### src/sv/ard_pkg.sv
// Shared widths, codes and defaults for the accelerating rise detector.
// No dependencies; imported by every module of the block.
`default_nettype none

package ard_pkg;

  localparam int SAMPLE_W = 32;                     // sample and latch width
  localparam int TIME_W = 48;                       // tick counter width
  localparam int LEN_W = 5;                         // window length register width
  localparam int CNT_W = 4;                         // half-window increment count
  localparam int DIVISOR_W = SAMPLE_W + LEN_W;      // (n-1) * spacing
  localparam int PROD_W = SAMPLE_W + CNT_W;         // half-sum cross products
  localparam int CFG_IDX_W = 2;
  localparam int WINDOW_MAX_DEF = 16;

  localparam logic [LEN_W-1:0] LEN_RESET = LEN_W'(3);
  localparam logic [LEN_W-1:0] LEN_MIN = LEN_W'(3);

  // Configuration register indexes
  localparam logic [CFG_IDX_W-1:0] CFG_THRESHOLD = 2'd0;
  localparam logic [CFG_IDX_W-1:0] CFG_SPACING = 2'd1;
  localparam logic [CFG_IDX_W-1:0] CFG_LENGTH = 2'd2;

  // Operation codes
  localparam logic OP_OBSERVE = 1'b0;
  localparam logic OP_REARM = 1'b1;

  // Divider handshake towards the control logic
  typedef struct packed {
    logic busy;
    logic done;
  } div_status_t;

endpackage

`default_nettype wire

### src/sv/ard_sample_mem.sv
// Sample window store: one write port, one read port, registered read data.
// Depends on ard_pkg for the sample width.
`default_nettype none

module ard_sample_mem
  import ard_pkg::*;
#(
  parameter int Depth = WINDOW_MAX_DEF,
  parameter int AddrW = $clog2(WINDOW_MAX_DEF)
) (
  input  wire logic                clk_i,
  input  wire logic                wr_en_i,
  input  wire logic [AddrW-1:0]    wr_addr_i,
  input  wire logic [SAMPLE_W-1:0] wr_data_i,
  input  wire logic                rd_en_i,
  input  wire logic [AddrW-1:0]    rd_addr_i,
  output logic      [SAMPLE_W-1:0] rd_data_o
);

  logic [SAMPLE_W-1:0] mem_q [Depth];

  always_ff @(posedge clk_i) begin
    if (wr_en_i) begin
      mem_q[wr_addr_i] <= wr_data_i;
    end
  end

  always_ff @(posedge clk_i) begin
    if (rd_en_i) begin
      rd_data_o <= mem_q[rd_addr_i];
    end
  end

endmodule

`default_nettype wire

### src/sv/ard_rate_div.sv
// Restoring divider for the rise rate, one quotient bit per cycle.
// Depends on ard_pkg for widths and the status struct.
`default_nettype none

module ard_rate_div
  import ard_pkg::*;
(
  input  wire logic                 clk_i,
  input  wire logic                 rst_ni,
  input  wire logic                 start_i,
  input  wire logic [SAMPLE_W-1:0]  dividend_i,
  input  wire logic [DIVISOR_W-1:0] divisor_i,
  output div_status_t               status_o,
  output logic      [SAMPLE_W-1:0]  quotient_o
);

  localparam int StepW = $clog2(SAMPLE_W + 1);

  logic [DIVISOR_W-1:0] rem_q, rem_d;
  logic [SAMPLE_W-1:0]  quot_q, quot_d;
  logic [DIVISOR_W-1:0] divisor_q, divisor_d;
  logic [StepW-1:0]     step_q, step_d;
  logic                 done_q, done_d;
  logic [DIVISOR_W:0]   shifted;
  logic                 fits;

  assign shifted = {rem_q, quot_q[SAMPLE_W-1]};
  assign fits = shifted >= {1'b0, divisor_q};

  always_comb begin
    rem_d = rem_q;
    quot_d = quot_q;
    divisor_d = divisor_q;
    step_d = step_q;
    done_d = 1'b0;
    if (start_i) begin
      rem_d = '0;
      quot_d = dividend_i;
      divisor_d = divisor_i;
      step_d = StepW'(SAMPLE_W);
    end else if (step_q != '0) begin
      // shift in the next dividend bit, subtract when the divisor fits
      rem_d = fits ? DIVISOR_W'(shifted - {1'b0, divisor_q}) : shifted[DIVISOR_W-1:0];
      quot_d = {quot_q[SAMPLE_W-2:0], fits};
      step_d = step_q - StepW'(1);
      done_d = (step_q == StepW'(1));
    end
  end

  always_ff @(posedge clk_i or negedge rst_ni) begin
    if (!rst_ni) begin
      step_q <= '0;
      done_q <= 1'b0;
      rem_q <= '0;
      quot_q <= '0;
      divisor_q <= '0;
    end else begin
      step_q <= step_d;
      done_q <= done_d;
      rem_q <= rem_d;
      quot_q <= quot_d;
      divisor_q <= divisor_d;
    end
  end

  assign status_o.busy = (step_q != '0);
  assign status_o.done = done_q;
  assign quotient_o = quot_q;

endmodule

`default_nettype wire

### src/sv/accelerating_rise_detector_unit.sv
// Accelerating rise detector: top level with control sequencer and latches.
// Depends on ard_pkg, ard_sample_mem and ard_rate_div.
//
// Usage
//   Input channel (in_valid_i / in_stall_o) carries op_i, now_ticks_i and
//   sample_value_i. A transaction is taken when valid is high and stall low.
//   Every input transaction yields exactly one output transaction on
//   out_valid_o / out_stall_i with alarm_o, sample_taken_o, halt_sample_o
//   and rise_rate_o.
//   Configuration writes use cfg_valid_i / cfg_ready_o with cfg_index_i and
//   cfg_data_i (0 threshold, 1 sample spacing, 2 window length); write only
//   while no transaction is in flight.
// Sequencing
//   One transaction at a time. A judged window of n samples walks n-1 stored
//   entries through the single memory read port, then passes the judge and
//   decide states before the output is loaded; an alarm also runs the divider.
// Reset and back-pressure
//   Reset clears window fill, due time and latches; the sample store is not
//   cleared, as entries are only read after being written since a rearm.
//   The output register holds a finished result while out_stall_i is high;
//   the next input transaction is still taken and processed, then waits.
`default_nettype none

module accelerating_rise_detector_unit
  import ard_pkg::*;
#(
  parameter int WINDOW_MAX = WINDOW_MAX_DEF
) (
  input  wire logic                 clk_i,
  input  wire logic                 rst_ni,
  // input channel
  input  wire logic                 in_valid_i,
  output logic                      in_stall_o,
  input  wire logic                 op_i,
  input  wire logic [TIME_W-1:0]    now_ticks_i,
  input  wire logic [SAMPLE_W-1:0]  sample_value_i,
  // output channel
  output logic                      out_valid_o,
  input  wire logic                 out_stall_i,
  output logic                      alarm_o,
  output logic                      sample_taken_o,
  output logic      [SAMPLE_W-1:0]  halt_sample_o,
  output logic      [SAMPLE_W-1:0]  rise_rate_o,
  // configuration channel
  input  wire logic                 cfg_valid_i,
  output logic                      cfg_ready_o,
  input  wire logic [CFG_IDX_W-1:0] cfg_index_i,
  input  wire logic [SAMPLE_W-1:0]  cfg_data_i
);

  localparam int PtrW = $clog2(WINDOW_MAX);
  localparam int IdxW = PtrW + LEN_W + 1;   // room for head + depth - offset

  typedef enum logic [2:0] {
    ST_IDLE,
    ST_WALK,
    ST_LAST,
    ST_JUDGE,
    ST_DECIDE,
    ST_DIV,
    ST_DONE
  } state_e;

  state_e state_q;

  // configuration
  logic [SAMPLE_W-1:0] thr_q;
  logic [SAMPLE_W-1:0] spacing_q;
  logic [LEN_W-1:0]    len_q;

  // persistent detector state
  logic [PtrW-1:0]     head_q;
  logic [LEN_W-1:0]    fill_q;
  logic [TIME_W-1:0]   due_q;
  logic                alarm_latched_q;
  logic [SAMPLE_W-1:0] lat_sample_q;
  logic [SAMPLE_W-1:0] lat_rate_q;

  // per-transaction working registers
  logic [SAMPLE_W-1:0]  sample_q;
  logic [LEN_W-1:0]     k_q;
  logic                 pend_q;
  logic [LEN_W-1:0]     pend_k_q;
  logic                 fail_q;
  logic [SAMPLE_W-1:0]  oldest_q;
  logic [SAMPLE_W-1:0]  mid_q;
  logic                 cond_q;
  logic [PROD_W-1:0]    prod_late_q;
  logic [PROD_W-1:0]    prod_early_q;
  logic [DIVISOR_W-1:0] divisor_q;
  logic                 res_alarm_q;
  logic                 res_taken_q;

  // output register
  logic                 out_valid_q;
  logic                 out_alarm_q;
  logic                 out_taken_q;
  logic [SAMPLE_W-1:0]  out_halt_q;
  logic [SAMPLE_W-1:0]  out_rate_q;

  // decode of the incoming transaction
  logic                 disabled;
  logic                 early;
  logic [PtrW-1:0]      head_next;
  logic [LEN_W-1:0]     fill_next;
  logic [TIME_W:0]      due_sum;
  logic [TIME_W-1:0]    due_next;
  logic                 keep;

  // window walk and judgement
  logic [LEN_W-1:0]     incs;
  logic [CNT_W-1:0]     cnt_early;
  logic [CNT_W-1:0]     cnt_late;
  logic [LEN_W-1:0]     mid_k;
  logic [IdxW-1:0]      idx_sum;
  logic [PtrW-1:0]      rd_addr;
  logic [SAMPLE_W-1:0]  rd_data;
  logic                 fire;
  logic                 out_load;

  div_status_t          div_status;
  logic [SAMPLE_W-1:0]  div_quot;
  logic                 div_start;

  assign disabled = (thr_q == '0) || (spacing_q == '0) || (len_q < LEN_MIN) ||
                    (32'(len_q) > 32'(WINDOW_MAX));
  assign early = now_ticks_i < due_q;
  assign head_next = (32'(head_q) == WINDOW_MAX - 1) ? '0 : head_q + PtrW'(1);
  assign fill_next = (fill_q < len_q) ? fill_q + LEN_W'(1) : fill_q;
  assign due_sum = {1'b0, now_ticks_i} + (TIME_W + 1)'(spacing_q);
  // saturate rather than wrap
  assign due_next = due_sum[TIME_W] ? '1 : due_sum[TIME_W-1:0];
  assign keep = (state_q == ST_IDLE) && in_valid_i && (op_i == OP_OBSERVE) &&
                !disabled && !early;

  // increments split: early half takes the floor, late half the rest
  assign incs = len_q - LEN_W'(1);
  assign cnt_early = CNT_W'(incs >> 1);
  assign cnt_late = CNT_W'(incs - (incs >> 1));
  assign mid_k = incs - (incs >> 1);

  // entry k back from the newest lives at (head - k) mod depth
  always_comb begin
    idx_sum = IdxW'(head_q) + IdxW'(WINDOW_MAX) - IdxW'(k_q);
    if (idx_sum >= IdxW'(WINDOW_MAX)) begin
      idx_sum = idx_sum - IdxW'(WINDOW_MAX);
    end
  end
  assign rd_addr = idx_sum[PtrW-1:0];

  assign fire = cond_q && (prod_late_q >= prod_early_q);
  assign div_start = (state_q == ST_DECIDE) && fire;
  assign out_load = (state_q == ST_DONE) && (!out_valid_q || !out_stall_i);

  ard_sample_mem #(
    .Depth (WINDOW_MAX),
    .AddrW (PtrW)
  ) u_sample_mem (
    .clk_i     (clk_i),
    .wr_en_i   (keep),
    .wr_addr_i (head_next),
    .wr_data_i (sample_value_i),
    .rd_en_i   (state_q == ST_WALK),
    .rd_addr_i (rd_addr),
    .rd_data_o (rd_data)
  );

  ard_rate_div u_rate_div (
    .clk_i      (clk_i),
    .rst_ni     (rst_ni),
    .start_i    (div_start),
    .dividend_i (sample_q - oldest_q),
    .divisor_i  (divisor_q),
    .status_o   (div_status),
    .quotient_o (div_quot)
  );

  // configuration registers; write only while the block is idle
  always_ff @(posedge clk_i or negedge rst_ni) begin
    if (!rst_ni) begin
      thr_q <= '0;
      spacing_q <= '0;
      len_q <= LEN_RESET;
    end else if (cfg_valid_i) begin
      unique case (cfg_index_i)
        CFG_THRESHOLD: thr_q <= cfg_data_i;
        CFG_SPACING:   spacing_q <= cfg_data_i;
        CFG_LENGTH:    len_q <= cfg_data_i[LEN_W-1:0];
        default: ;
      endcase
    end
  end

  // sequencer, detector state and output register
  always_ff @(posedge clk_i or negedge rst_ni) begin
    if (!rst_ni) begin
      state_q <= ST_IDLE;
      head_q <= '0;
      fill_q <= '0;
      due_q <= '0;
      alarm_latched_q <= 1'b0;
      lat_sample_q <= '0;
      lat_rate_q <= '0;
      sample_q <= '0;
      k_q <= '0;
      pend_q <= 1'b0;
      pend_k_q <= '0;
      fail_q <= 1'b0;
      oldest_q <= '0;
      mid_q <= '0;
      cond_q <= 1'b0;
      prod_late_q <= '0;
      prod_early_q <= '0;
      divisor_q <= '0;
      res_alarm_q <= 1'b0;
      res_taken_q <= 1'b0;
      out_valid_q <= 1'b0;
      out_alarm_q <= 1'b0;
      out_taken_q <= 1'b0;
      out_halt_q <= '0;
      out_rate_q <= '0;
    end else begin
      // drop the output transaction once taken, unless a new one replaces it
      if (out_valid_q && !out_stall_i && !out_load) begin
        out_valid_q <= 1'b0;
      end

      // fold in read data from the previous walk cycle
      if (pend_q) begin
        if (rd_data <= thr_q) begin
          fail_q <= 1'b1;
        end
        if (pend_k_q == incs) begin
          oldest_q <= rd_data;
        end
        if (pend_k_q == mid_k) begin
          mid_q <= rd_data;
        end
      end
      pend_q <= (state_q == ST_WALK);

      unique case (state_q)
        ST_IDLE: begin
          if (in_valid_i) begin
            sample_q <= sample_value_i;
            res_alarm_q <= 1'b0;
            res_taken_q <= 1'b0;
            state_q <= ST_DONE;
            if (op_i == OP_REARM) begin
              alarm_latched_q <= 1'b0;
              lat_sample_q <= '0;
              lat_rate_q <= '0;
              fill_q <= '0;
              due_q <= now_ticks_i;
            end else if (disabled) begin
              // hold everything
            end else if (early) begin
              res_alarm_q <= alarm_latched_q;
            end else begin
              head_q <= head_next;
              fill_q <= fill_next;
              due_q <= due_next;
              res_taken_q <= 1'b1;
              if (fill_next >= len_q) begin
                k_q <= incs;
                fail_q <= (sample_value_i <= thr_q);
                state_q <= ST_WALK;
              end
            end
          end
        end
        ST_WALK: begin
          pend_k_q <= k_q;
          if (k_q == LEN_W'(1)) begin
            state_q <= ST_LAST;
          end else begin
            k_q <= k_q - LEN_W'(1);
          end
        end
        ST_LAST: begin
          state_q <= ST_JUDGE;
        end
        ST_JUDGE: begin
          // telescoped half sums: late = newest - mid, early = mid - oldest
          cond_q <= !fail_q && (sample_q > oldest_q) && (mid_q > oldest_q) &&
                    (sample_q > mid_q);
          prod_late_q <= PROD_W'(sample_q - mid_q) * PROD_W'(cnt_early);
          prod_early_q <= PROD_W'(mid_q - oldest_q) * PROD_W'(cnt_late);
          divisor_q <= DIVISOR_W'(incs) * DIVISOR_W'(spacing_q);
          state_q <= ST_DECIDE;
        end
        ST_DECIDE: begin
          state_q <= fire ? ST_DIV : ST_DONE;
        end
        ST_DIV: begin
          if (div_status.done) begin
            alarm_latched_q <= 1'b1;
            lat_sample_q <= sample_q;
            lat_rate_q <= div_quot;
            res_alarm_q <= 1'b1;
            state_q <= ST_DONE;
          end
        end
        ST_DONE: begin
          if (out_load) begin
            out_valid_q <= 1'b1;
            out_alarm_q <= res_alarm_q;
            out_taken_q <= res_taken_q;
            out_halt_q <= lat_sample_q;
            out_rate_q <= lat_rate_q;
            state_q <= ST_IDLE;
          end
        end
        default: state_q <= ST_IDLE;
      endcase
    end
  end

  assign in_stall_o = (state_q != ST_IDLE);
  assign cfg_ready_o = 1'b1;
  assign out_valid_o = out_valid_q;
  assign alarm_o = out_alarm_q;
  assign sample_taken_o = out_taken_q;
  assign halt_sample_o = out_halt_q;
  assign rise_rate_o = out_rate_q;

endmodule

`default_nettype wire

### config.mk
export PLATFORM = sky130hd
export DESIGN_NAME = accelerating_rise_detector_unit
export DESIGN_NICKNAME = d
export VERILOG_FILES = /design/src/sv/ard_pkg.sv /design/src/sv/ard_sample_mem.sv /design/src/sv/ard_rate_div.sv /design/src/sv/accelerating_rise_detector_unit.sv
export SDC_FILE = /design/constraint.sdc
export NUM_CORES = 2
export LEC_CHECK = 0
export BUFFER_PORTS_ARGS = -buffer_cell sky130_fd_sc_hd__buf_2
export CAP_MARGIN = 40
export CORE_ASPECT_RATIO = 1.5
export CORE_MARGIN = 2
export CORE_UTILIZATION = 64
export CTS_CLUSTER_DIAMETER = 50
export DETAILED_ROUTE_END_ITERATION = 8
export GPL_ROUTABILITY_DRIVEN = 0
export PLACE_DENSITY = 0.81
export SLEW_MARGIN = 20
export SYNTH_ARGS = -nofsm -noshare
export SYNTH_HDL_FRONTEND = slang
export SYNTH_HIERARCHICAL = 1
export SYNTH_SLANG_ARGS = --single-unit
### constraint.sdc
create_clock -name clk_i -period 22.7 [get_ports clk_i]
set_input_delay 4.54 -clock clk_i [delete_from_list [all_inputs] [get_ports clk_i]]
set_output_delay 4.54 -clock clk_i [all_outputs]
set_load 0.01 [all_outputs]
==> impl_metrics.py <==
metrics = {
    "synth": {
        "async_flop_share_pct": 52.2,
        "synth_area_per_cell_um2": 10.8,
        "synth_fp_nets": 7271,
        "synth_seq_cells": 1138,
        "synthCells": 6471,
        "synth_cell_types": 109,
        "syn_area_mm2": 0.0701,
        "yosysWarningCount": 6,
        "synth_edf_count": 544,
        "synth_flop_cell": "dfrtp_1",
        "synth-seq-area-share_pct": 44.5,
    },
    "outcome": {
        "status": "complete, no violations",
    },
    "sta": {
        "layout_setup_ws_ns": 14.18,
        "setup-violations-final": 0,
        "finalCritPeriodShare_pct": 37.5,
        "fin_skew_ns": 0.0552,
        "finalCriticalPeriod_ns": 8.52,
        "hold_viol": 0,
        "clock.fmax_ghz": 0.117,
        "finalMaxSlewViolations": 0,
        "rsz0062_at_grt": "false",
        "tightest_slew_ns": 1.05,
        "slew_headroom_pct": 30.1,
        "fin_setup_tns_ns": 0,
    },
    "clock_network": {
        "path_clk_slew_ns": 0.07,
        "clk_root_buffer_cell": "clkbuf_16",
        "clockBufferDepth": 3,
        "worstSkewPairLatency_ns": 0.78,
        "numCtsBuffers": 108,
        "cts_resized": 0,
        "cts_tree": "built",
        "postCtsSetupRepairBufs": 0,
        "cts_max_level": 3,
        "ctsHoldBuffers": 0,
        "cts_sinks": 1138,
    },
    "floorplanning": {
        "die-area_mm2": 0.112,
        "start_util_pct": 64.6,
        "chipWidth_um": 274,
        "coreArea_mm2": 0.109,
        "die_h_um": 409,
        "ioPinCount": 189,
        "placementRows": 148,
    },
    "routing": {
        "antenna_left": 0,
        "vias": 52800,
        "firstDrtPassIters": 6,
        "via_per_inst": 6.50,
        "routed_wl_um": 203000,
        "drtIter0Drc": 5252,
        "wl_per_cell_um": 25.0,
        "drc_errors": 0,
    },
    "critical_path": {
        "crit_buf_inv": 6,
        "critical_path.top_delay_family": "adder cells",
        "crit_type": "reg -> reg",
        "cp_slowest_cell": "dfstp_2",
        "crit_path_max_fanout": 43,
        "cp_slowest_stage_delay_ns": 0.98,
        "startpoint_type": "register",
        "endpoint_kind": "register",
        "crit_arrival_ns": 9.21,
        "cp_data_required_time_ns": 23.39,
    },
    "layout": {
        "seq_area_mm2": 0.0312,
        "final_common_cell": "inv_1",
        "layout-drive-gt1-share_pct": 12.9,
        "nNetsFinal": 7384,
        "fill_cells": 7551,
        "final_cell_mix": "inv_1, dfrtp_1, nand2_1, edfxtp_1, ha_1",
        "area_growth_pct": 9.45,
        "final_cells": 8129,
        "multiInputGateArea_mm2": 0.0356,
        "fin_area_mm2": 0.0768,
    },
    "placement": {
        "dp_slack_ns": 13.68,
        "placed_cell_area_mm2": 0.0729,
        "place_inst": 7893,
        "io_buffers": 187,
        "post-dp-hpwl_um": 140000,
    },
    "min_path": {
        "min_path_type": "reg -> reg",
    },
    "global_routing": {
        "antenna_found_initial": 27,
        "grt_pass1_wl_um": 310000,
        "overflow": 0,
        "grt_pass1_vias": 53300,
        "globalRouteTotalUtil_pct": 36.4,
        "grt_max_degree": 183,
    },
    "job": {
        "cap_violations": 0,
    },
}
## path summary, 6_finish.rpt
path / start / end / slack [ns] / cells after the start
setup / recovery: len_q[0]$_DFFE_PN1P_ / prod_early_q[32]$_DFFE_PN0P_ / 14.18 / 25
hold / removal: divisor_q[24]$_DFFE_PN0P_ / u_rate_div/divisor_q[24]$_DFFE_PN0P_ / 0.48 / 2
setup reg to reg: len_q[0]$_DFFE_PN1P_ / prod_early_q[32]$_DFFE_PN0P_ / 14.18 / 25
hold reg to reg: divisor_q[24]$_DFFE_PN0P_ / u_rate_div/divisor_q[24]$_DFFE_PN0P_ / 0.48 / 2
max in group asynchronous: rst_ni / rise_rate_o[26]$_DFFE_PN0P_ / 16.47 / 6
min in group asynchronous: rst_ni / due_q[36]$_DFFE_PN0P_ / 3.73 / 1
## Yosys cell counts (47+ instances only)
library cell | number | area share (%)
nand4_1 | 64 | 0.57
mux2_2 | 202 | 3.2
nand3_1 | 84 | 0.60
inv_1 | 664 | 3.6
a21o_1 | 160 | 1.7
nand2_1 | 578 | 3.1
ha_1 | 453 | 8.1
and2_1 | 47 | 0.42
o21ai_0 | 401 | 2.9
a21oi_1 | 275 | 2.0
nor2_1 | 411 | 2.2
fa_1 | 227 | 6.5
edfxtp_1 | 544 | 23
a22oi_1 | 71 | 0.76
a211oi_1 | 62 | 0.66
nor3_1 | 106 | 0.76
a22o_1 | 70 | 0.87
clkbuf_1 | 192 | 1.0
xnor2_1 | 155 | 1.9
nor2b_1 | 87 | 0.78
mux4_2 | 128 | 4.1
xor2_1 | 88 | 1.1
dfrtp_1 | 592 | 21
mux2i_1 | 64 | 0.91
nand2b_1 | 99 | 0.88
## stage by stage
stage | hold slack, ns | utilization [%]
floorplan | 0.443 | -
global placement | 0.461 | 66.7
detailed placement | 0.468 | 67.2
CTS | 0.479 | 70.6
global route | 0.505 | 70.7
finish | 0.481 | 70.7
## kinds of logic (layout without fill, tap and decap cells)
group | count (synthesis) | in the layout | share of synthesized area, %
compound gates | 1427 | 1427 | 13.3
mux | 394 | 394 | 8.27
flops | 1138 | 1138 | 44.5
xor+xnor | 243 | 243 | 3.03
fa+ha+maj | 680 | 680 | 14.6
other cells | 1 | 28 | 0.00535
simple gates | 1662 | 1662 | 11.2
buf+inv | 926 | 1132 | 5.10
## sequential cells by signal, indices dropped and copies added, names as in the netlist, 36 cells and up
register,cells
prod_early_q,36
due_q,48
u_rate_div/rem_q,37
prod_late_q,36
u_sample_mem/mem_q,512
u_rate_div/divisor_q,37
divisor_q,37
## metal layers
metal | GRT usage (%) | vias to the layer above | part of all wire, %
li1 | - | 23300 | -
met1 | 41.8 | 25800 | 34
met2 | 59.8 | 2875 | 48
met3 | 7.75 | 875 | 8.4
met4 | 27.2 | 4 | 9.0
met5 | 0.526 | - | 0.014
## final cells by class
type,count,area share [%]
antenna,27,0.0880
clock buffer,140,3.87
clock inverter,63,0.957
inverter,670,3.29
multi-input combinational,4407,46.3
sequential,1138,40.7
tap,1425,2.32
timing repair buffer,259,2.48
## worst register-to-register path, cell delays in order (launching register included)
cell and delay [ns]:
dfstp_2 0.98, inv_1 0.50, ha_1 0.42, nand2_1 0.12, xnor2_2 0.11, buf_4 0.45, clkinv_1 0.13, buf_4 0.25
ha_1 0.37, nor3_1 0.61, or2_2 0.68, nor2_1 0.15, fa_1 0.56, inv_1 0.05, fa_1 0.53, inv_1 0.04
ha_1 0.33, nor2b_1 0.19, o31a_1 0.22, o211ai_1 0.18, a21o_1 0.26, a2111oi_2 0.48, nor4b_1 0.11, o41a_1 0.43
xor2_1 0.14, o21ai_0 0.17
Power is left out: the tool's default activity adds up to more than one toggle a clock period on the data nets, which glitch-free logic cannot reach.
